### src/hw/rtl/att_pkg.sv
// att_pkg: widths, beat and lane types, CORDIC angle table and divider constants
// for the accelerometer tilt-angle pipeline.
// No dependencies; every other file of the block uses it.
package att_pkg;

  // Output scaling: degrees * 2^ANGLE_FRAC_BITS (valid range 4..14)
  localparam int ANGLE_FRAC_BITS = 8;

  localparam int SAMPLE_W   = 16;
  localparam int ANGLE_W    = 16;
  localparam int NUM_LANES  = 2;        // lane 0: x tilt, lane 1: y tilt

  // Front end: squares, sums, normalization
  localparam int SQ_W       = 31;       // square of a 16-bit sample
  localparam int SUM_W      = 32;       // sum of two squares
  localparam int BL_W       = 6;        // bit length of a SUM_W value
  localparam int SH_W       = 5;        // normalization shift, 14..30
  localparam int NUM_W      = 32;       // normalized numerator, |v| < 2^30

  // Square root row
  localparam int RAD_W      = 60;
  localparam int ROOT_W     = RAD_W / 2;
  localparam int SQRT_STEPS = RAD_W / 2;
  localparam int REM_W      = ROOT_W + 4;

  // CORDIC row
  localparam int CORDIC_STEPS = 32;
  localparam int STEP_IDX_W   = $clog2(CORDIC_STEPS);
  localparam int XY_W         = 33;
  localparam int Z_W          = 63;
  localparam int TAB_W        = 64;

  // Back end: magnitude, dividend, rounding divider
  localparam int ABS_SHIFT  = 20;
  localparam int A_W        = Z_W - ABS_SHIFT;
  localparam int QUO_W      = ANGLE_FRAC_BITS + 7;
  localparam int QIDX_W     = $clog2(QUO_W);
  localparam int DIVD_W     = ANGLE_FRAC_BITS + 49;
  localparam int SAT_W      = 32;

  localparam logic [1:0] LANE_NEGATE = 2'b10;  // y tilt is the negated angle

  localparam logic [TAB_W-1:0] ONE_60 = TAB_W'(1) << 60;

  // Shift-subtract division, used only while the table below is elaborated
  function automatic logic [TAB_W-1:0] udiv64(logic [TAB_W-1:0] n, logic [TAB_W-1:0] d);
    logic [TAB_W-1:0] q;
    logic [TAB_W-1:0] r;
    q = '0;
    r = '0;
    for (int i = TAB_W - 1; i >= 0; i--) begin
      r = {r[TAB_W-2:0], n[i]};
      if (r >= d) begin
        r    = r - d;
        q[i] = 1'b1;
      end
    end
    return q;
  endfunction

  // atan(1/m) * 2^60 by truncated integer Taylor series
  function automatic logic [TAB_W-1:0] atan_recip(logic [TAB_W-1:0] m);
    logic [TAB_W-1:0] p;
    logic [TAB_W-1:0] msq;
    logic [TAB_W-1:0] sum;
    logic [TAB_W-1:0] t;
    logic             done;
    p    = udiv64(ONE_60, m);
    msq  = m * m;
    sum  = p;
    done = 1'b0;
    t    = '0;
    for (int k = 1; k < TAB_W; k++) begin
      if (!done) begin
        p = udiv64(p, msq);
        if (p == '0) begin
          done = 1'b1;
        end else begin
          t = udiv64(p, TAB_W'(2 * k + 1));
          if (k[0]) begin
            sum = sum - t;
          end else begin
            sum = sum + t;
          end
        end
      end
    end
    return sum;
  endfunction

  typedef logic [CORDIC_STEPS-1:0][TAB_W-1:0] atan_tab_t;

  // atan(2^-i) * 2^60; atan(1) taken as atan(1/2) + atan(1/3)
  function automatic atan_tab_t atan_table();
    atan_tab_t tab;
    tab[0] = atan_recip(TAB_W'(2)) + atan_recip(TAB_W'(3));
    for (int i = 1; i < CORDIC_STEPS; i++) begin
      tab[i] = atan_recip(TAB_W'(1) << i);
    end
    return tab;
  endfunction

  localparam atan_tab_t ATAN_TAB = atan_table();

  // Rounding divisor: 2 * (atan(1) * 2^60 >> 20); dividend offset: half of it
  localparam logic [DIVD_W-1:0] HALF_DIV = DIVD_W'(ATAN_TAB[0] >> ABS_SHIFT);
  localparam logic [DIVD_W-1:0] DIVISOR  = HALF_DIV << 1;

  localparam logic [QUO_W-1:0]        ANGLE_LIM = QUO_W'(90) << ANGLE_FRAC_BITS;
  localparam logic signed [SAT_W-1:0] SAT_MAX   = SAT_W'(32767);
  localparam logic signed [SAT_W-1:0] SAT_MIN   = -SAT_W'(32768);

  // Channel beats
  typedef struct packed {
    logic signed [SAMPLE_W-1:0] accel_x;
    logic signed [SAMPLE_W-1:0] accel_y;
    logic signed [SAMPLE_W-1:0] accel_z;
  } sample_beat_t;

  typedef struct packed {
    logic signed [ANGLE_W-1:0] x_tilt;
    logic signed [ANGLE_W-1:0] y_tilt;
  } tilt_beat_t;

  // Square root row, one lane
  typedef struct packed {
    logic [RAD_W-1:0]        rad;   // radicand, consumed two bits a step
    logic [REM_W-1:0]        rem;
    logic [ROOT_W-1:0]       root;
    logic signed [NUM_W-1:0] num;   // normalized numerator, passed along
    logic                    zero;
  } sqrt_lane_t;
  typedef sqrt_lane_t [NUM_LANES-1:0] sqrt_bus_t;

  // CORDIC row, one lane
  typedef struct packed {
    logic signed [XY_W-1:0] x;
    logic signed [XY_W-1:0] y;
    logic signed [Z_W-1:0]  z;
    logic                   zero;
  } cord_lane_t;
  typedef cord_lane_t [NUM_LANES-1:0] cord_bus_t;

  // Divider row, one lane
  typedef struct packed {
    logic [DIVD_W-1:0] rem;
    logic [QUO_W-1:0]  quo;
    logic              neg;
    logic              zero;
  } div_lane_t;
  typedef div_lane_t [NUM_LANES-1:0] div_bus_t;

endpackage

### src/hw/rtl/att_sqrt_cell.sv
// att_sqrt_cell: one step of the pipelined integer square root, both lanes.
// Takes two radicand bits, yields one root bit. Depends on att_pkg.
module att_sqrt_cell (
  input  logic               clk_i,
  input  logic               rst_ni,
  input  logic               en_i,
  input  logic               vld_i,
  input  att_pkg::sqrt_bus_t lane_i,
  output logic               vld_o,
  output att_pkg::sqrt_bus_t lane_o
);
  import att_pkg::*;

  sqrt_bus_t         lane_d;
  sqrt_bus_t         lane_q;
  logic              vld_q;
  logic [REM_W-1:0]  rem_sh;
  logic [REM_W-1:0]  trial;

  // Restoring step: rem = 4*rem + next pair, trial = 4*root + 1
  always_comb begin
    lane_d = lane_i;
    rem_sh = '0;
    trial  = '0;
    for (int l = 0; l < NUM_LANES; l++) begin
      rem_sh = {lane_i[l].rem[REM_W-3:0], lane_i[l].rad[RAD_W-1 -: 2]};
      trial  = REM_W'({lane_i[l].root, 2'b01});
      lane_d[l].rad = lane_i[l].rad << 2;
      if (rem_sh >= trial) begin
        lane_d[l].rem  = rem_sh - trial;
        lane_d[l].root = {lane_i[l].root[ROOT_W-2:0], 1'b1};
      end else begin
        lane_d[l].rem  = rem_sh;
        lane_d[l].root = {lane_i[l].root[ROOT_W-2:0], 1'b0};
      end
    end
  end

  always_ff @(posedge clk_i or negedge rst_ni) begin
    if (!rst_ni) begin
      vld_q <= 1'b0;
    end else if (en_i) begin
      vld_q <= vld_i;
    end
  end

  always_ff @(posedge clk_i) begin
    if (en_i) begin
      lane_q <= lane_d;
    end
  end

  assign vld_o  = vld_q;
  assign lane_o = lane_q;

endmodule

### config.mk
export PLATFORM = sky130hd
export DESIGN_NAME = att_sqrt_cell
export DESIGN_NICKNAME = d
export VERILOG_FILES = /design/src/hw/rtl/att_pkg.sv /design/src/hw/rtl/att_sqrt_cell.sv
export SDC_FILE = /design/constraint.sdc
export NUM_CORES = 1
export LEC_CHECK = 0
export BUFFER_PORTS_ARGS = -buffer_cell sky130_fd_sc_hd__buf_2
export CORE_AREA = 2 2 243 245
export CTS_CLUSTER_SIZE = 40
export DETAILED_ROUTE_END_ITERATION = 8
export DIE_AREA = 0 0 245 247
export PLACE_DENSITY = 0.45
export SLEW_MARGIN = 30
export SYNTH_ARGS = -nofsm -noshare
export SYNTH_HDL_FRONTEND = slang
export SYNTH_SLANG_ARGS = --single-unit
### constraint.sdc
create_clock -name clk_i -period 0.9 [get_ports clk_i]
set_input_delay 0 -clock clk_i [delete_from_list [all_inputs] [get_ports clk_i]]
set_output_delay 0 -clock clk_i [all_outputs]
set_load 0.01 [all_outputs]
# ---- Word-level counts from Yosys, hierarchy flattened
# Cells that the tools add are included.
dict set report word_totals {
  register_bits 311
  latchBits 0
  ram_bits 0
  mem_bits_ro 0
  in_bits 318
  output_inout_bits 315
  elab_cells 17
  mem_count 0
}
dict set report op_classes {
  n_addsub 2
  n_mul 0
  div 0
  n_lt_le_gt_ge 2
  n_eq_ne 0
  shifts 0
  n_mux 2
  bitwise 0
  reduce_logical 0
}
# cell count
set op_table {}
lappend op_table {{64-bit 2-to-1 mux} 2}
lappend op_table {{34-bit by 32-bit greater-or-equal comparator with 1-bit output} 2}
lappend op_table {{34-bit by 32-bit subtractor with 34-bit output} 2}

# ---- Depth between registers and ports, before layout
dict set report depth {
  word_depth 2
  mapped_depth 14
  depth_no_buf 12
}

# ---- Worst setup path before layout
# Ideal clock, no wire load.
dict set report synth_timing {
  path_type {input port to flip-flop}
  startpoint {in lane_i[193] (netlist bit)}
  endpoint {reg lane_q, in the netlist lane_o[253], data pin}
  arrival_time_ps 2291
  t_required_ps 638
  setup_slack_ps -1653
  cell_stages 11
  n_path_buf 0
  path_cell_list {inv_1 ha_1 a21oi_1 o21ai_1 a221o_2 a41oi_4 a211oi_2 o2111a_1 o31ai_4 o21ai_1 mux2_1}
}
# element line
set synth_lines {}
lappend synth_lines {{from (decl)} att_sqrt_cell.sv:8} ;# input att_pkg::sqrt_bus_t lane_i,
lappend synth_lines {{to (signal assigned)} att_sqrt_cell.sv:49} ;# lane_q <= lane_d;
lappend synth_lines {{to (decl)} att_sqrt_cell.sv:15} ;# sqrt_bus_t lane_q;

==> summary.json <==
{
  "run_status": "complete, but fails checks",
  "violations": "setup timing",
  "place.detailed.hpwl_um": 42110,
  "first_global_vias": 13770,
  "wl_per_cell_um": 18.17,
  "hold_viol": 0,
  "drt_wl_total_um": 56600,
  "via_per_inst": 4.278,
  "power_leakage_nw": 11.73,
  "clock_sink_count": 311,
  "finalWorstPathRequiredPeriod_ns": 1.953,
  "post-route-drc-count": 0,
  "synth_cells": 1046,
  "drt_iter0_markers": 526,
  "global_route_wire_length_before_repair_um": 80730,
  "launch_instance_of_the_worst_register_to_register_path": "vld_o",
  "power-per-cell-area_nw_per_um2": 1653,
  "critPathSlowestCell": "a311oi_4",
  "proportion_of_synthesized_chip_area_in_sequential_cells_pct": 66.83,
  "antenna_found_initial": 12,
  "yosysWarningCount": 0,
  "required_arrival_time_at_the_worst_endpoint_ns": 1.28,
  "worstPathBufferInverterCount": 3,
  "final_worst_path_cycle_share_pct": 217.0,
  "rsz0062_at_grt": "yes",
  "syn-cell-area_um2": 13970,
  "area.growth.synth_to_final_pct": 90.57,
  "final-max-slew-violation-count": 0,
  "rrSetupSlack_ns": 0.16,
  "start_util_pct": 23.98,
  "clock_latency_ns": 0.54,
  "irDropWorstVdd_uv": 1352,
  "antenna_left": 0,
  "critical_path.endpoint_type": "flop",
  "detail_route.first_pass.iterations": 6,
  "final_common_cell": "buf_2",
  "timing.hold.ws_ns": 0.03477,
  "most_frequent_cp_cell": "o21a_1",
  "final_nets": 2697,
  "r2r_end": "vld_o",
  "cts_made_buffers": 37,
  "floorplan.die_area_um2": 60520,
  "path_cells": "buf_8 -> inv_6 -> ha_4 -> nor2b_4 -> o21a_1 -> o21a_1 -> o21a_1 -> a311oi_4 -> o41a_1 -> o21a_4 -> buf_12 -> nand2_1 -> o31ai_4",
  "tritoncts": "done",
  "timing.hold.worst.class": "primary input to flop",
  "maxSlewHeadroom_pct": 66.42,
  "timing.setup.critical_path_class": "primary input to flop",
  "worst_path_largest_cell_delay_ns": 0.30,
  "setup-violations-final": 490,
  "core_um2": 58240,
  "layout_setup_ws_ns": -1.053,
  "rows": 89,
  "synthArstFlopShare_pct": 0.3215,
  "arrival_ns": 2.33,
  "achievable-frequency_mhz": 512.1,
  "ctsRootBufferMaster": "clkbuf_16",
  "critical_path.startpoint_type": "primary input",
  "io_buffers": 624,
  "dp.cells": 2698,
  "yosys_register_bits": 311,
  "path_clk_slew_ns": 0.06,
  "critical_path.endpoint": "lane_o[224]",
  "crit_cells": 13,
  "finalClockSkew_ns": 0,
  "crit_family": "compound AO/OA/AOI/OAI gates",
  "final_core_util_pct": 45.70,
  "final_layout_size_suffix_gt1_share_pct": 50.58,
  "setup.worst_path.start": "lane_i[190]",
  "h-tree-depth": 2,
  "synth.lib_cells_used.distinct": 69,
  "grt_start_max_net_pins": 46,
  "synth_edf_count": 310,
  "timing_worst_slew_pin_value_ns": 0.5037,
  "global_route_usage_sum_pct": 17.61,
  "grt_remaining_overflow": 0,
  "routed-via-count": 13320,
  "die_width_um": 245,
  "critical_path.max_fanout": 45,
  "reported_max_cap_violation_count": 0,
  "io_pins": 633,
  "most-common-layout-cells": "565 x buf_2, 313 x dlygate4sd3_1, 310 x edfxtp_1, 279 x buf_4, 76 x inv_1",
  "worst-r2r-cell-count": 1,
  "cts-root-to-sink-buffers": 3,
  "floorplan_die_height_um": 247,
  "synthFlopType": "edfxtp_1",
  "gp_congestion": 0.8316,
  "syn-mean-instance-area_um2": 13.35,
  "finalNonFillerCells": 3114
}
-- metal layers --
| layer | global-route usage, % | routed length (um) | vias up |
|---|---|---|---|
| met2 | 30.70 | 28570 | 426 |
| met4 | 5.398 | 1369 | 6 |
| li1 | - | - | 6434 |
| met1 | 21.39 | 23120 | 6382 |
| met3 | 4.298 | 3497 | 75 |
| met5 | 0 | 39 | - |
-- state kept, by name, indices dropped and copies added (netlist names) --
register / count
vld_o: 1
lane_o: 310
-- worst min path at each step --
stage	from	endpoint	slack [ns]	cells past startpoint
after global routing	lane_i[156]	lane_o[64]	0.03	4
after global placement	rst_ni	vld_o	-0.22	1
after detailed placement	rst_ni	vld_o	-0.22	1
after floorplan	rst_ni	vld_o	-0.30	0
after CTS	lane_i[220]	lane_o[222]	-0.27	3
final	lane_i[155]	lane_o[64]	0.03	4
-- kinds of logic (layout without fill, tap and decap cells) --
family / Yosys count / in the layout / share of synthesized area [%]
flops: 311 / 311 / 66.83
compound gates: 262 / 262 / 12.39
simple gates: 215 / 215 / 7.185
buf+inv: 130 / 1414 / 3.709
fa+ha+maj: 64 / 64 / 5.734
xor+xnor: 53 / 53 / 3.324
mux: 10 / 10 / 0.7974
other cells: 1 / 12 / 0.02685
-- through the flow --
stage | power [mW] | worst slack [ns] | TNS (ns) | instance area [um2]
after CTS | 44.16 | -1.074 | -225.31 | 26130
after global routing | 45.94 | -1.189 | -150.51 | 26610
after floorplan | 22.07 | -1.363 | -85.81 | 14370
after global placement | 27.05 | -1.966 | -112.52 | 20560
after detailed placement | 27.05 | -2.011 | -115.87 | 20560
final | 43.99 | -1.053 | -129.11 | 26620
-- power by group --
part	switching (mW)	total (mW)	internal (mW)
Clock	5.87	14.7	8.80
Combinational	5.27	11.2	5.92
Sequential	0.497	18.1	17.6
-- what timing repair did --
action	CTS	global route
endpoints found under the hold margin	374	2
endpoints found under the setup margin	381	690
resized for setup	245	115
pin swaps	73	35
cloned	7	0
buffers inserted	28	10
hold buffers	311	3
-- area by class of cell --
cell class / count / area [um2]
diodes: 8 / 20.02
clock buffers: 45 / 977.2
inverters: 95 / 389.1
well taps: 773 / 967.2
clock inverters: 12 / 171.4
fillers: 5407 / 31620
repair buffers: 1262 / 9505
flip-flops and latches: 311 / 9334
multi-input cells: 608 / 5251
-- synth_stat cells, types with 14 or more instances --
master      n  area (um2)
a21o_1     47       352.8
a21oi_1    84       420.4
clkbuf_1   23       86.33
edfxtp_1  310        9309
ha_1       64       800.8
inv_1      94       352.8
nand2_1    61       229.0
nand3_1    15       75.07
nand4_1    14       87.58
nor2_1     67       251.5
nor3_1     16       80.08
o21ai_0    46       230.2
xnor2_1    34       297.8
xor2_1     19       166.4
-- worst min-delay path, stage by stage --
cell and delay [ns]:
buf_2 0.11, inv_1 0.07, ha_1 0.16, a21oi_1 0.06
No activity file was read; power rests on OpenSTA's default activity.
