## config.mk

```make
export PLATFORM = sky130hd
export DESIGN_NAME = att_div_cell
export DESIGN_NICKNAME = d
export VERILOG_FILES = /design/src/hw/rtl/att_pkg.sv /design/src/hw/rtl/att_div_cell.sv
export SDC_FILE = /design/constraint.sdc
export NUM_CORES = 1
export LEC_CHECK = 0
export BUFFER_PORTS_ARGS = -buffer_cell sky130_fd_sc_hd__buf_2
export CORE_ASPECT_RATIO = 0.8
export CORE_MARGIN = 1
export CORE_UTILIZATION = 40
export DETAILED_ROUTE_END_ITERATION = 8
export PLACE_DENSITY = 0.65
export REMOVE_ABC_BUFFERS = 1
export SETUP_SLACK_MARGIN = 0.3
export SLEW_MARGIN = 5
export SYNTH_ARGS = -nofsm -noshare
export SYNTH_HDL_FRONTEND = slang
export SYNTH_SLANG_ARGS = --single-unit
```

## constraint.sdc

```tcl
create_clock -name clk_i -period 0.9 [get_ports clk_i]
set_input_delay 0.09 -clock clk_i [delete_from_list [all_inputs] [get_ports clk_i]]
set_output_delay 0.09 -clock clk_i [all_outputs]
set_load 0.1 [all_outputs]
```

## src/hw/rtl/att_pkg.sv

```systemverilog
// att_pkg: widths, beat and lane types, CORDIC angle table and divider constants
// for the accelerometer tilt-angle pipeline.
// No dependencies; every other file of the block uses it.
package att_pkg;

  // Output scaling: degrees * 2^ANGLE_FRAC_BITS (valid range 4..14)
  localparam int ANGLE_FRAC_BITS = 8;

  localparam int SAMPLE_W   = 16;
  localparam int ANGLE_W    = 16;
  localparam int NUM_LANES  = 2;        // lane 0: x tilt, lane 1: y tilt

  // Front end: squares, sums, normalization
  localparam int SQ_W       = 31;       // square of a 16-bit sample
  localparam int SUM_W      = 32;       // sum of two squares
  localparam int BL_W       = 6;        // bit length of a SUM_W value
  localparam int SH_W       = 5;        // normalization shift, 14..30
  localparam int NUM_W      = 32;       // normalized numerator, |v| < 2^30

  // Square root row
  localparam int RAD_W      = 60;
  localparam int ROOT_W     = RAD_W / 2;
  localparam int SQRT_STEPS = RAD_W / 2;
  localparam int REM_W      = ROOT_W + 4;

  // CORDIC row
  localparam int CORDIC_STEPS = 32;
  localparam int STEP_IDX_W   = $clog2(CORDIC_STEPS);
  localparam int XY_W         = 33;
  localparam int Z_W          = 63;
  localparam int TAB_W        = 64;

  // Back end: magnitude, dividend, rounding divider
  localparam int ABS_SHIFT  = 20;
  localparam int A_W        = Z_W - ABS_SHIFT;
  localparam int QUO_W      = ANGLE_FRAC_BITS + 7;
  localparam int QIDX_W     = $clog2(QUO_W);
  localparam int DIVD_W     = ANGLE_FRAC_BITS + 49;
  localparam int SAT_W      = 32;

  localparam logic [1:0] LANE_NEGATE = 2'b10;  // y tilt is the negated angle

  localparam logic [TAB_W-1:0] ONE_60 = TAB_W'(1) << 60;

  // Shift-subtract division, used only while the table below is elaborated
  function automatic logic [TAB_W-1:0] udiv64(logic [TAB_W-1:0] n, logic [TAB_W-1:0] d);
    logic [TAB_W-1:0] q;
    logic [TAB_W-1:0] r;
    q = '0;
    r = '0;
    for (int i = TAB_W - 1; i >= 0; i--) begin
      r = {r[TAB_W-2:0], n[i]};
      if (r >= d) begin
        r    = r - d;
        q[i] = 1'b1;
      end
    end
    return q;
  endfunction

  // atan(1/m) * 2^60 by truncated integer Taylor series
  function automatic logic [TAB_W-1:0] atan_recip(logic [TAB_W-1:0] m);
    logic [TAB_W-1:0] p;
    logic [TAB_W-1:0] msq;
    logic [TAB_W-1:0] sum;
    logic [TAB_W-1:0] t;
    logic             done;
    p    = udiv64(ONE_60, m);
    msq  = m * m;
    sum  = p;
    done = 1'b0;
    t    = '0;
    for (int k = 1; k < TAB_W; k++) begin
      if (!done) begin
        p = udiv64(p, msq);
        if (p == '0) begin
          done = 1'b1;
        end else begin
          t = udiv64(p, TAB_W'(2 * k + 1));
          if (k[0]) begin
            sum = sum - t;
          end else begin
            sum = sum + t;
          end
        end
      end
    end
    return sum;
  endfunction

  typedef logic [CORDIC_STEPS-1:0][TAB_W-1:0] atan_tab_t;

  // atan(2^-i) * 2^60; atan(1) taken as atan(1/2) + atan(1/3)
  function automatic atan_tab_t atan_table();
    atan_tab_t tab;
    tab[0] = atan_recip(TAB_W'(2)) + atan_recip(TAB_W'(3));
    for (int i = 1; i < CORDIC_STEPS; i++) begin
      tab[i] = atan_recip(TAB_W'(1) << i);
    end
    return tab;
  endfunction

  localparam atan_tab_t ATAN_TAB = atan_table();

  // Rounding divisor: 2 * (atan(1) * 2^60 >> 20); dividend offset: half of it
  localparam logic [DIVD_W-1:0] HALF_DIV = DIVD_W'(ATAN_TAB[0] >> ABS_SHIFT);
  localparam logic [DIVD_W-1:0] DIVISOR  = HALF_DIV << 1;

  localparam logic [QUO_W-1:0]        ANGLE_LIM = QUO_W'(90) << ANGLE_FRAC_BITS;
  localparam logic signed [SAT_W-1:0] SAT_MAX   = SAT_W'(32767);
  localparam logic signed [SAT_W-1:0] SAT_MIN   = -SAT_W'(32768);

  // Channel beats
  typedef struct packed {
    logic signed [SAMPLE_W-1:0] accel_x;
    logic signed [SAMPLE_W-1:0] accel_y;
    logic signed [SAMPLE_W-1:0] accel_z;
  } sample_beat_t;

  typedef struct packed {
    logic signed [ANGLE_W-1:0] x_tilt;
    logic signed [ANGLE_W-1:0] y_tilt;
  } tilt_beat_t;

  // Square root row, one lane
  typedef struct packed {
    logic [RAD_W-1:0]        rad;   // radicand, consumed two bits a step
    logic [REM_W-1:0]        rem;
    logic [ROOT_W-1:0]       root;
    logic signed [NUM_W-1:0] num;   // normalized numerator, passed along
    logic                    zero;
  } sqrt_lane_t;
  typedef sqrt_lane_t [NUM_LANES-1:0] sqrt_bus_t;

  // CORDIC row, one lane
  typedef struct packed {
    logic signed [XY_W-1:0] x;
    logic signed [XY_W-1:0] y;
    logic signed [Z_W-1:0]  z;
    logic                   zero;
  } cord_lane_t;
  typedef cord_lane_t [NUM_LANES-1:0] cord_bus_t;

  // Divider row, one lane
  typedef struct packed {
    logic [DIVD_W-1:0] rem;
    logic [QUO_W-1:0]  quo;
    logic              neg;
    logic              zero;
  } div_lane_t;
  typedef div_lane_t [NUM_LANES-1:0] div_bus_t;

endpackage

```

## src/hw/rtl/att_div_cell.sv

```systemverilog
// att_div_cell: one quotient bit of the restoring divide by the fixed
// degree-scaling divisor, both lanes. Depends on att_pkg.
module att_div_cell (
  input  logic                       clk_i,
  input  logic                       rst_ni,
  input  logic                       en_i,
  input  logic [att_pkg::QIDX_W-1:0] idx_i,
  input  logic                       vld_i,
  input  att_pkg::div_bus_t          lane_i,
  output logic                       vld_o,
  output att_pkg::div_bus_t          lane_o
);
  import att_pkg::*;

  div_bus_t          lane_d;
  div_bus_t          lane_q;
  logic              vld_q;
  logic [DIVD_W-1:0] trial;

  // Compare against divisor << idx, subtract on hit, shift in the bit
  always_comb begin
    lane_d = lane_i;
    trial  = DIVISOR << idx_i;
    for (int l = 0; l < NUM_LANES; l++) begin
      if (lane_i[l].rem >= trial) begin
        lane_d[l].rem = lane_i[l].rem - trial;
        lane_d[l].quo = {lane_i[l].quo[QUO_W-2:0], 1'b1};
      end else begin
        lane_d[l].quo = {lane_i[l].quo[QUO_W-2:0], 1'b0};
      end
    end
  end

  always_ff @(posedge clk_i or negedge rst_ni) begin
    if (!rst_ni) begin
      vld_q <= 1'b0;
    end else if (en_i) begin
      vld_q <= vld_i;
    end
  end

  always_ff @(posedge clk_i) begin
    if (en_i) begin
      lane_q <= lane_d;
    end
  end

  assign vld_o  = vld_q;
  assign lane_o = lane_q;

endmodule

```

## Word level (Yosys, flattened, before mapping)

Index checks and enable logic that the tools add are counted.

- Memories: 0
- Bits in latches: 0
- Register bits after elaboration: 149
- Memory bits (writable): 0
- Output and inout port bits: 149
- Memory bits (read-only): 0

- Shifts and indexed selects: 1
- Reduce and logical (&&, ||, !) cells: 0
- Bitwise operators: 0
- Add/sub/neg operators: 2
- Divide/modulo/power cells: 0
- Mux-type cells: 4
- Order comparisons: 2
- $mul: 0
- Equal/unequal tests: 0

Operator list:

| kind | number |
|---|---|
| $ge 57x57->1 | 2 |
| $mux 57 | 2 |
| $sub 57x57->57 | 2 |
| $shl 41x4->57 const A | 1 |
| $mux 1 | 2 |

## Depth between registers and ports, before layout

- Word-level depth: 3
- Mapped depth: 22
- Depth with buffers taken out: 19

## Worst setup path before layout

OpenSTA, ideal clock, no wires.

- Path kind: in2reg
- Start point: input idx_i[1] in the netlist's numbering
- End point: register lane_q, in the netlist lane_o[143] (data pin)
- Required time: 644 ps
- Setup slack: -3324 ps
- Arrival time: 3969 ps
- Setup time: 256 ps
- Stages: 19
- Cell sequence: inv_1 > ha_1 > nor2b_1 > buf_6 > nor2_1 > o221a_2 > ha_1 > buf_2 > nand2_1 > o21a_1 > a221o_1 > a211oi_2 > a21oi_2 > a211o_1 > a31o_1 > o21a_1 > buf_6 > or4_1 > o211a_1

RTL lines:

| element | RTL line | text |
|---|---|---|
| start: declaration | att_div_cell.sv:7 | `input logic [att_pkg::QIDX_W-1:0] idx_i,` |
| end signal: assignment | att_div_cell.sv:44 | `lane_q <= lane_d;` |
| end: declaration | att_div_cell.sv:16 | `div_bus_t lane_q;` |

==> results.toml <==
[cells_and_area]
stdcell_count = 2984
seq_area_um2 = 4470
multi_input_area_um2 = 10600
final_nets = 2815
final_cell_area_um2 = 26400
fillers = 1916
area.growth.synth_to_final_pct = 97.7
drive_above_1_share_pct = 54.3

[power_and_ir_drop]
p_leak_nw = 11.6
clkPwrFrac_pct = 16.3
p_sw_mw = 21.8
ir_worst_vdd_v = 0.00159
p_sw_share_pct = 46.0
comb_power_share_pct = 62.1
internal_power_mw = 25.6
power_per_cell_area_nw_per_um2 = 1790
p_seq_share_pct = 21.6

[synth]
ys_ff_latch = 149
synth_cell_types = 73
synth_ff_type = "edfxtp_1"
synth_edf_count = 148
yosysWarnings = 0
ys_seq_area_share_pct = 33.4
synthArstFlopShare_pct = 0.671
syn-instance-count = 1576
syn_area_um2 = 13400
synth_area_per_cell_um2 = 8.49

[outcome]
outcome = "complete, but fails checks"
violations = "design-rule violations, negative hold slack, negative setup slack"

[placed_design]
dpl_cell_area_um2 = 22000
place_congestion = 0.996
dpl.cell_count = 2824
io_buffer_count = 302
place_ws_ns = -3.59
hpwlAfterDp_um = 45500

[timing]
tns_ns = -314.26
post-route-min-period_ns = 3.42
tightest_slew_ns = 0.624
post-route-period-util_pct = 380
setup_viol = 263
layout_setup_ws_ns = -2.52
fin_skew_ns = 0
grt_setup_unrepaired = "yes"
final_max_slew_viol_count = 0
hold_slack_ns = -0.109
fmax_mhz = 292
hold_viol = 34
relSlewSlack_pct = 58.0

[global_route]
use_met2_pct = 57.0
grt_use_met3_pct = 6.73
grt_max_degree = 48
grt-busiest-layer = "met2"
grt_pass1_wl_um = 92200
grt_overflow = 0
antenna_found_initial = 1
grt_usage_pct = 36.0
grt_pass1_vias = 16300
grt_util_met1_pct = 48.1

[clock_network]
cts-buffers-inserted = 17
htreeDepth = 4
cts.sinks = 149
clockBufferDepth = 2
clock_latency_ns = 0.45
cts_hold_buf = 36
cts_tree = "done"
cts-root-buf = "clkbuf_16"
clkTransAtPathRegs_ns = 0.07

[worst_setup_path]
crit_arrival_ns = 3.64
cp-end-kind = "register"
cp_max_fo = 8
worstPathRequired_ns = 1.12
startpoint_type = "input pin"
crit_type = "in -> reg"
worstRegToRegCells = 1

[route]
antenna_left = 0
drt-initial-drc-count = 1542
totalWireLength_um = 68100
wl_per_cell_um = 22.8
drc = 31
firstDrtPassIters = 8
vias_per_cell = 5.84
num_vias = 17400

[run]
maxCapViolCount = 0

[floorplanning]
dieArea_um2 = 34200
dieHeight_um = 166
core_area_um2 = 32700
start_util_pct = 40.9
rows = 59
die_x_um = 206
pin_count = 305

[min_path]
hold_depth = 2
holdCritPathClass = "in -> reg"
[per-stage QoR]
stage | power (mW) | utilization, %
2_1_floorplan | 23.8 | -
3_3_place_gp | 35.4 | 67.2
3_5_place_dp | 35.6 | 67.2
4_1_cts | 45.5 | 77.4
5_1_grt | 48.8 | 80.8
6_report | 47.4 | 80.8
[power by group through the flow]
stage          clock network [mW]  logic (mW)  registers (mW)
2_1_floorplan                   0        6.33            17.5
3_3_place_gp                    0        25.0            10.3
3_5_place_dp                    0        25.2            10.3
4_1_cts                      7.68        27.6            10.2
5_1_grt                      7.99        30.5            10.3
6_report                     7.73        29.5            10.2
[path summary, 6_finish.rpt]
| kind | from | slack [ns] | endpoint |
|---|---|---|---|
| hold reg to reg | vld_o$_DFFE_PN0P_ | 0.59 | vld_o$_DFFE_PN0P_ |
| setup reg to reg | vld_o$_DFFE_PN0P_ | 0.11 | vld_o$_DFFE_PN0P_ |
| hold / removal | vld_i | -0.11 | vld_o$_DFFE_PN0P_ |
| setup / recovery | idx_i[1] | -2.52 | lane_o[125]$_DFFE_PP_ |
| max in group asynchronous | rst_ni | 0.31 | vld_o$_DFFE_PN0P_ |
| min in group asynchronous | rst_ni | 0.50 | vld_o$_DFFE_PN0P_ |
[cell families (layout without fill, tap and decap cells)]
group,after synthesis,in the layout,synth area share (%)
compound gates,562,562,26.3
xor+xnor,108,108,7.07
fa+ha+maj,120,120,11.2
buf+inv,128,1108,3.84
flops,149,149,33.4
mux,13,13,1.01
other cells,0,1,0
simple gates,496,496,17.3
[synthesized netlist by cell type, types with 5 or more instances]
cell type  number  area share, %
a21oi_1       182            6.8
nor4_1          8           0.37
a221oi_1        5           0.33
a41oi_1         6           0.39
o21ai_0       133            5.0
nand3_1        39            1.5
mux2i_1         9           0.67
clkbuf_1       66            1.9
edfxtp_1      148             33
ha_1          116             11
a22oi_1         5           0.28
buf_2          13           0.49
a21o_1         79            4.4
a221o_1         5           0.37
a31oi_1        25            1.2
o21a_1         16           0.90
nand2b_1       16           0.75
o21bai_1       26            1.5
nor3_1         22           0.82
and3_1         24            1.1
a211oi_1        9           0.51
nand2_1       187            5.2
and2_1         10           0.47
nand4_1        25            1.2
nor2_1        124            3.5
inv_1          39            1.1
a21bo_2         5           0.37
xor2_1         43            2.8
o211ai_1       14           0.79
xnor2_1        65            4.3
o31ai_1         5           0.28
and4_1          7           0.46
nor2b_1        12           0.56
or2_2           5           0.23
a31o_2          5           0.33
[per-layer routing]
metal / vias up / wire, µm
met5: - / 0
met3: 218 / 6450
met4: 0 / 2940
li1: 7821 / -
met2: 1066 / 30900
met1: 8327 / 27900
[critical path: stages]
cell and delay [ns]:
buf_12 0.10, clkinv_8 0.05, buf_6 0.11, ha_4 0.18
buf_8 0.14, mux2i_4 0.22, ha_4 0.24, buf_6 0.12
a21oi_4 0.13, o211ai_1 0.16, a211oi_2 0.29, buf_4 0.17
o311ai_4 0.09, a21oi_2 0.24, a211o_1 0.21, a31o_1 0.22
o21a_4 0.23, clkinv_8 0.12, buf_4 0.17, nor2_2 0.13
a21oi_2 0.05, buf_4 0.14
[final cells by class]
| class | instances | share of cell area, % |
|---|---|---|
| inverters | 42 | 0.752 |
| clock inverters | 14 | 0.611 |
| multi-input cells | 1299 | 40.0 |
| well taps | 427 | 2.02 |
| repair buffers | 1034 | 38.1 |
| flip-flops and latches | 149 | 16.9 |
| diodes | 1 | 0.00947 |
| clock buffers | 18 | 1.62 |
[flip-flops by register name, summed over array words and instances (netlist names)]
register and cells:
vld_o 1, lane_o 148
[cell usage in the layout, fill, tap and decap left out, types with 35 or more instances in the layout]
master / n
buf_4: 612
buf_12: 172
buf_2: 149
edfxtp_1: 148
nand2_1: 144
a21oi_1: 130
nor2_1: 80
a21o_1: 77
ha_1: 72
xnor2_1: 62
o21ai_0: 57
buf_6: 46
a21oi_2: 45
o21ai_1: 42
xor2_1: 42
ha_4: 37
dlygate4sd3_1: 35
[what timing repair did]
item,4_1_cts,5_1_grt
hold endpoints to repair,87,28
pin swaps,129,54
setup endpoints to repair,264,265
cloned,7,4
gates resized for setup,429,195
buffers inserted,51,29
(Power assumes the default switching activity.)
