--- src/hw/rtl/att_pkg.sv ---
// att_pkg: widths, beat and lane types, CORDIC angle table and divider constants
// for the accelerometer tilt-angle pipeline.
// No dependencies; every other file of the block uses it.
package att_pkg;

  // Output scaling: degrees * 2^ANGLE_FRAC_BITS (valid range 4..14)
  localparam int ANGLE_FRAC_BITS = 8;

  localparam int SAMPLE_W   = 16;
  localparam int ANGLE_W    = 16;
  localparam int NUM_LANES  = 2;        // lane 0: x tilt, lane 1: y tilt

  // Front end: squares, sums, normalization
  localparam int SQ_W       = 31;       // square of a 16-bit sample
  localparam int SUM_W      = 32;       // sum of two squares
  localparam int BL_W       = 6;        // bit length of a SUM_W value
  localparam int SH_W       = 5;        // normalization shift, 14..30
  localparam int NUM_W      = 32;       // normalized numerator, |v| < 2^30

  // Square root row
  localparam int RAD_W      = 60;
  localparam int ROOT_W     = RAD_W / 2;
  localparam int SQRT_STEPS = RAD_W / 2;
  localparam int REM_W      = ROOT_W + 4;

  // CORDIC row
  localparam int CORDIC_STEPS = 32;
  localparam int STEP_IDX_W   = $clog2(CORDIC_STEPS);
  localparam int XY_W         = 33;
  localparam int Z_W          = 63;
  localparam int TAB_W        = 64;

  // Back end: magnitude, dividend, rounding divider
  localparam int ABS_SHIFT  = 20;
  localparam int A_W        = Z_W - ABS_SHIFT;
  localparam int QUO_W      = ANGLE_FRAC_BITS + 7;
  localparam int QIDX_W     = $clog2(QUO_W);
  localparam int DIVD_W     = ANGLE_FRAC_BITS + 49;
  localparam int SAT_W      = 32;

  localparam logic [1:0] LANE_NEGATE = 2'b10;  // y tilt is the negated angle

  localparam logic [TAB_W-1:0] ONE_60 = TAB_W'(1) << 60;

  // Shift-subtract division, used only while the table below is elaborated
  function automatic logic [TAB_W-1:0] udiv64(logic [TAB_W-1:0] n, logic [TAB_W-1:0] d);
    logic [TAB_W-1:0] q;
    logic [TAB_W-1:0] r;
    q = '0;
    r = '0;
    for (int i = TAB_W - 1; i >= 0; i--) begin
      r = {r[TAB_W-2:0], n[i]};
      if (r >= d) begin
        r    = r - d;
        q[i] = 1'b1;
      end
    end
    return q;
  endfunction

  // atan(1/m) * 2^60 by truncated integer Taylor series
  function automatic logic [TAB_W-1:0] atan_recip(logic [TAB_W-1:0] m);
    logic [TAB_W-1:0] p;
    logic [TAB_W-1:0] msq;
    logic [TAB_W-1:0] sum;
    logic [TAB_W-1:0] t;
    logic             done;
    p    = udiv64(ONE_60, m);
    msq  = m * m;
    sum  = p;
    done = 1'b0;
    t    = '0;
    for (int k = 1; k < TAB_W; k++) begin
      if (!done) begin
        p = udiv64(p, msq);
        if (p == '0) begin
          done = 1'b1;
        end else begin
          t = udiv64(p, TAB_W'(2 * k + 1));
          if (k[0]) begin
            sum = sum - t;
          end else begin
            sum = sum + t;
          end
        end
      end
    end
    return sum;
  endfunction

  typedef logic [CORDIC_STEPS-1:0][TAB_W-1:0] atan_tab_t;

  // atan(2^-i) * 2^60; atan(1) taken as atan(1/2) + atan(1/3)
  function automatic atan_tab_t atan_table();
    atan_tab_t tab;
    tab[0] = atan_recip(TAB_W'(2)) + atan_recip(TAB_W'(3));
    for (int i = 1; i < CORDIC_STEPS; i++) begin
      tab[i] = atan_recip(TAB_W'(1) << i);
    end
    return tab;
  endfunction

  localparam atan_tab_t ATAN_TAB = atan_table();

  // Rounding divisor: 2 * (atan(1) * 2^60 >> 20); dividend offset: half of it
  localparam logic [DIVD_W-1:0] HALF_DIV = DIVD_W'(ATAN_TAB[0] >> ABS_SHIFT);
  localparam logic [DIVD_W-1:0] DIVISOR  = HALF_DIV << 1;

  localparam logic [QUO_W-1:0]        ANGLE_LIM = QUO_W'(90) << ANGLE_FRAC_BITS;
  localparam logic signed [SAT_W-1:0] SAT_MAX   = SAT_W'(32767);
  localparam logic signed [SAT_W-1:0] SAT_MIN   = -SAT_W'(32768);

  // Channel beats
  typedef struct packed {
    logic signed [SAMPLE_W-1:0] accel_x;
    logic signed [SAMPLE_W-1:0] accel_y;
    logic signed [SAMPLE_W-1:0] accel_z;
  } sample_beat_t;

  typedef struct packed {
    logic signed [ANGLE_W-1:0] x_tilt;
    logic signed [ANGLE_W-1:0] y_tilt;
  } tilt_beat_t;

  // Square root row, one lane
  typedef struct packed {
    logic [RAD_W-1:0]        rad;   // radicand, consumed two bits a step
    logic [REM_W-1:0]        rem;
    logic [ROOT_W-1:0]       root;
    logic signed [NUM_W-1:0] num;   // normalized numerator, passed along
    logic                    zero;
  } sqrt_lane_t;
  typedef sqrt_lane_t [NUM_LANES-1:0] sqrt_bus_t;

  // CORDIC row, one lane
  typedef struct packed {
    logic signed [XY_W-1:0] x;
    logic signed [XY_W-1:0] y;
    logic signed [Z_W-1:0]  z;
    logic                   zero;
  } cord_lane_t;
  typedef cord_lane_t [NUM_LANES-1:0] cord_bus_t;

  // Divider row, one lane
  typedef struct packed {
    logic [DIVD_W-1:0] rem;
    logic [QUO_W-1:0]  quo;
    logic              neg;
    logic              zero;
  } div_lane_t;
  typedef div_lane_t [NUM_LANES-1:0] div_bus_t;

endpackage

--- src/hw/rtl/att_cordic_cell.sv ---
// att_cordic_cell: one vectoring CORDIC micro-rotation, both lanes.
// The step index is tied to a constant per position. Depends on att_pkg.
module att_cordic_cell (
  input  logic                           clk_i,
  input  logic                           rst_ni,
  input  logic                           en_i,
  input  logic [att_pkg::STEP_IDX_W-1:0] idx_i,
  input  logic                           vld_i,
  input  att_pkg::cord_bus_t             lane_i,
  output logic                           vld_o,
  output att_pkg::cord_bus_t             lane_o
);
  import att_pkg::*;

  cord_bus_t              lane_d;
  cord_bus_t              lane_q;
  logic                   vld_q;
  logic signed [XY_W-1:0] xv;
  logic signed [XY_W-1:0] yv;
  logic signed [Z_W-1:0]  ang;

  // Rotate toward y = 0; a positive y rotates clockwise
  always_comb begin
    lane_d = lane_i;
    ang    = Z_W'(ATAN_TAB[idx_i]);
    xv     = '0;
    yv     = '0;
    for (int l = 0; l < NUM_LANES; l++) begin
      xv = lane_i[l].x;
      yv = lane_i[l].y;
      if (yv > 0) begin
        lane_d[l].x = xv + (yv >>> idx_i);
        lane_d[l].y = yv - (xv >>> idx_i);
        lane_d[l].z = lane_i[l].z + ang;
      end else begin
        lane_d[l].x = xv - (yv >>> idx_i);
        lane_d[l].y = yv + (xv >>> idx_i);
        lane_d[l].z = lane_i[l].z - ang;
      end
    end
  end

  always_ff @(posedge clk_i or negedge rst_ni) begin
    if (!rst_ni) begin
      vld_q <= 1'b0;
    end else if (en_i) begin
      vld_q <= vld_i;
    end
  end

  always_ff @(posedge clk_i) begin
    if (en_i) begin
      lane_q <= lane_d;
    end
  end

  assign vld_o  = vld_q;
  assign lane_o = lane_q;

endmodule

--- config.mk ---
export PLATFORM = sky130hd
export DESIGN_NAME = att_cordic_cell
export DESIGN_NICKNAME = d
export VERILOG_FILES = /design/src/hw/rtl/att_pkg.sv /design/src/hw/rtl/att_cordic_cell.sv
export SDC_FILE = /design/constraint.sdc
export NUM_CORES = 2
export LEC_CHECK = 0
export ABC_AREA = 1
export BUFFER_PORTS_ARGS = -buffer_cell sky130_fd_sc_hd__buf_4
export CORE_UTILIZATION = 45
export CTS_CLUSTER_SIZE = 16
export DETAILED_ROUTE_END_ITERATION = 6
export PLACE_DENSITY_LB_ADDON = 0.12
export SYNTH_ARGS = -nofsm -noshare
export SYNTH_HDL_FRONTEND = slang
export SYNTH_SLANG_ARGS = --single-unit
--- constraint.sdc ---
create_clock -name clk_i -period 1.1 [get_ports clk_i]
set_clock_uncertainty 0.15 [all_clocks]
set_input_delay 0.22 -clock clk_i [delete_from_list [all_inputs] [get_ports clk_i]]
set_output_delay 0.22 -clock clk_i [all_outputs]
set_load 0.05 [all_outputs]
After elaboration in Yosys (flattened, before gate mapping)
Memory sizes are Yosys's and may differ from the RTL's. Index checks and enable logic that the tools add are counted. Widths: inputs -> output; s select.

Logic and storage cells: 32. Output and inout bits: 261. Memories: 1. ROM bits: 2048. Bits of input ports: 269. Bits in registers: 261.

Add/sub/neg operators: 12. $lt $le $gt $ge: 3. Muxes and demuxes: 3. Shift-type cells: 4.

Memories: (name not given) (depth 32, bits a word 64, rd ports 1, clocked after Yosys merged registers in 0, wr ports 0, line att_cordic_cell.sv:25) `ang = Z_W'(ATAN_TAB[idx_i]);`.

Operators with widths (count): $mux 129 (2); $add 33x33->33 (4); $sshr 33x5->33 (4); $sub 33x33->33 (4); $add 63x63->63 (2); $sub 63x63->63 (2); $gt 33x1->1 const B (2); $mux 63 (1); $lt 5x6->1 const B (1).

Logic depth before layout (Yosys ltp)
Word-level depth: 4. Depth in mapped cells: 38. Mapped depth without buffers: 36.

Least setup slack after synthesis
Ideal clock, no wire load.

Kind: input to register. Start point: in idx_i[1] in the netlist's numbering. End point: reg lane_q, in the netlist lane_o[49], data pin. Data arrival time: 4.171 ns. Path slack: -3.486 ns. Path buffers: 3. Stages on the path: 29. Data required time: 0.685 ns. Cell sequence: buf_6 inv_4 buf_6 buf_2 ha_1 inv_1 nor2_1 nor2_1 o211ai_1 inv_1 ha_1 nand2_1 nor2_1 nand2_2 inv_2 nand4_1 nand2_1 nand2_1 o21ai_0 ha_1 nand2_1 nor2_1 inv_1 o21ai_0 a21oi_1 o21ai_0 a21oi_1 o21ai_0 xor2_1.

RTL lines: from (decl) (line att_cordic_cell.sv:7) `input logic [att_pkg::STEP_IDX_W-1:0] idx_i,`; to (signal assigned) (line att_cordic_cell.sv:53) `lane_q <= lane_d;`; to (decl) (line att_cordic_cell.sv:16) `cord_bus_t lane_q;`.

==> metrics.md <==
| Metric | Value |
|---|---|
| Max stage delay cell, worst path | `xor2_1` |
| CTS max path bufs | `3` |
| GP Congestion | `1.10` |
| DRC Markers | `9` |
| H-tree depth | `1` |
| Clk sinks | `261` |
| Chip Height | `290 microns` |
| R2r startpoint | `vld_o` |
| 1st-pass router iterations | `7` |
| Power Density | `1340 mW/mm^2` |
| Peak supply drop | `1.96 mV` |
| Slew @ Worst Pin | `0.676 ns` |
| WL/cell | `20.8 microns` |
| Final hold slack | `-0.212 ns` |
| Hold path depth | `2` |
| Status | `finished with violations` |
| Register clock-pin slew on the reported worst setup and hold paths | `0.06 ns` |
| Most frequent CP cell | `buf_4` |
| Vias in the first global route | `49800` |
| # hold bufs at CTS | `11` |
| Reg-to-reg endpoint | `vld_o` |
| Failing checks | `design-rule violations, negative hold slack, negative setup slack` |
| Most frequent cells in the layout | `buf_4 (2438), nand2_1 (1580), inv_1 (559), nand3_1 (552), nor2_1 (389)` |
| I/O pin count | `530` |
| F_max | `0.227 GHz` |
| Hold WC Path Type | `in -> reg` |
| Worst path top cell family by delay | `simple AND/OR/NAND/NOR gates` |
| Final hold vios | `11` |
| WHS Endpoint | `lane_o[2]` |
| Tmin final | `4.40 ns` |
| Synth Register Bits | `261` |
| Synth Flop Type | `edfxtp_1` |
| Max Cap Viol | `0` |
| Syn avg cell area | `6.27 sq um` |
| Total number of vias | `53300` |
| Fin. max-slew vios | `0` |
| Setup CP Type | `in -> reg` |
| Mapped Area | `0.0373 sq mm` |
| Clock power share | `0.118` |
| RSZ-0062 raised after global routing | `yes` |
| Combinational fraction of design power | `0.703` |
| First-pass GRT wire length | `272 mm` |
| Switching Fraction | `0.474` |
| Post-synthesis async set-or-reset flop share | `0.00383` |
| IO buf count | `529` |
| Levels on crit path | `28` |
| DIE WIDTH | `290 microns` |
| CTS root buf | `clkbuf_16` |
| Cell count after synthesis | `5944` |
| Final setup viols | `780` |
| Commonest non-fill, non-tap cell in the layout | `buf_4` |
| Design Area, Final | `0.0652 sq mm` |
| Area growth from synthesis to layout | `74.9%` |
| Synth area leaders | `edfxtp_1 (21%), nand2_1 (18%), ha_1 (9.1%)` |
| Setup slack after layout | `-3.30 ns` |
| Via density | `5.63` |
| Largest net degree at the start of global routing | `48` |
| CP Max Fanout | `22` |
| CP Capture Type | `register` |
| Crit path largest cell delay | `0.51 ns` |
| Fin Setup TNS | `-822.15 ns` |
| Pint | `45.8 mW` |
| P_sw | `41.3 mW` |
| Core Box Area | `0.0820 sq mm` |
| DP Area | `0.0566 sq mm` |
| Die area | `0.0839 sq mm` |
| R2R setup slack | `0.18 ns` |
| Max_slew headroom | `0.545` |
| Sequential cell area fraction in the yosys report | `0.210` |
| Static leakage | `32.2 nW` |
| Critical path required time | `1.33 ns` |
| Total track usage | `0.417` |
| Post-synth cell types | `67` |
| Initial antenna violation count | `7` |
| Leading area contributor after synthesis | `edfxtp_1` |
| Share of cells above drive strength 1 | `0.458` |
| Fillcell total | `5708` |
| Flop pwr share | `0.180` |
| ANT nets after route | `0` |
| Wirelength, routed | `197 mm` |
| # rows | `105` |
| Final critical-path share of the clock period | `4.00` |
| Mapped Nets | `6489` |
| Area share of the largest cell type after synthesis | `0.210` |
| CTS tree | `built` |
| Worst Setup Start Kind | `input port` |
| Global route total overflow | `0` |
| Dpl hpwl | `149 mm` |
| Cells on worst reg2reg path | `1` |
| Worst hold start | `lane_i[2]` |
| Buffers and inverters on the worst path | `9` |
| Nets | `8911` |
| Worst-Skew Late Latency | `0.64 ns` |
| EDFF count, synth | `260` |
| CTS buffer count | `31` |
| Crit path DAT | `4.64 ns` |
| DRT iter0 DRCs | `4812` |
| Synth warn | `0` |
| Initial Util | `0.454` |
==> cells in the mapped netlist, drive strengths merged, types with 14 or more instances <==
cell        n
nand2    1788
nand3     669
inv       647
nor2      555
o21ai     404
a21oi     391
ha        270
edfxtp    260
xor2      216
buf       128
xnor2     104
a31oi      64
clkbuf     62
o211ai     52
nor3       48
nand4      46
a21boi     31
o21a       31
nor4       28
a21o       20
or2        17
o2111ai    14
==> metal layers <==
metal | vias up | share of wire | global-route usage | routed length, microns
met2 | 2893 | 0.47 | 0.717 | 92300
met4 | 6 | 0.11 | 0.371 | 21400
met1 | 24600 | 0.34 | 0.447 | 67900
met5 | - | 0.00028 | 0 | 55
met3 | 988 | 0.077 | 0.0589 | 15200
li1 | 24800 | - | - | -
==> through the flow <==
stage	utilization	hold slack (ns)	worst slack, ns	power [mW]	std cells
2_1_floorplan	-	-0.226	-3.14	43.8	5944
3_3_place_gp	0.690	-0.154	-3.84	67.1	9178
3_5_place_dp	0.690	-0.152	-3.90	67.9	9178
4_1_cts	0.750	-0.246	-2.74	81.8	9363
5_1_grt	0.795	-0.207	-3.47	90.8	9463
6_report	0.795	-0.212	-3.30	87.2	9464
==> cells by family after synthesis <==
family / share of synthesized area
buf+inv: 0.0948
xor+xnor: 0.0752
fa+ha+maj: 0.0939
simple gates: 0.360
flops: 0.210
compound gates: 0.165
mux: 0.000302
==> worst max-delay path by stage <==
stage	startpoint	end	slack, ns
after CTS	idx_i[0]	lane_o[129]	-2.74
after global placement	idx_i[1]	lane_o[188]	-3.84
final	idx_i[0]	lane_o[119]	-3.30
after floorplan	idx_i[1]	lane_o[186]	-3.14
after global routing	idx_i[0]	lane_o[119]	-3.47
after detailed placement	idx_i[0]	lane_o[188]	-3.90
==> power groups by stage <==
stage	Combinational, mW	Sequential [mW]	Clock [mW]
finish	61.2	15.7	10.3
global route	64.3	15.8	10.6
CTS	55.8	15.6	10.4
detailed placement	52.0	15.8	0
global placement	51.4	15.8	0
floorplan	19.4	24.4	0
==> layout make-up <==
class	instances	area [sq um]	share of cell area
multi-input cells	4843	32000	0.491
repair buffers	2578	20500	0.315
flip-flops and latches	261	7830	0.120
inverters	651	2480	0.0381
well taps	1070	1340	0.0205
clock buffers	35	791	0.0121
clock inverters	22	170	0.00261
diodes	4	10.0	0.000154
==> repair_timing <==
| item | 4_1_cts | 5_1_grt |
|---|---|---|
| cloned | 7 | 11 |
| endpoints found under the setup margin | 519 | 780 |
| buffers inserted | 114 | 90 |
| pin swaps | 203 | 289 |
| endpoints found under the hold margin | 80 | 12 |
| gates resized for setup | 677 | 623 |
==> sequential cells by signal, summed over array words and instances (netlist names) <==
signal / cells
lane_o: 260
vld_o: 1
(Power assumes the default switching activity.)
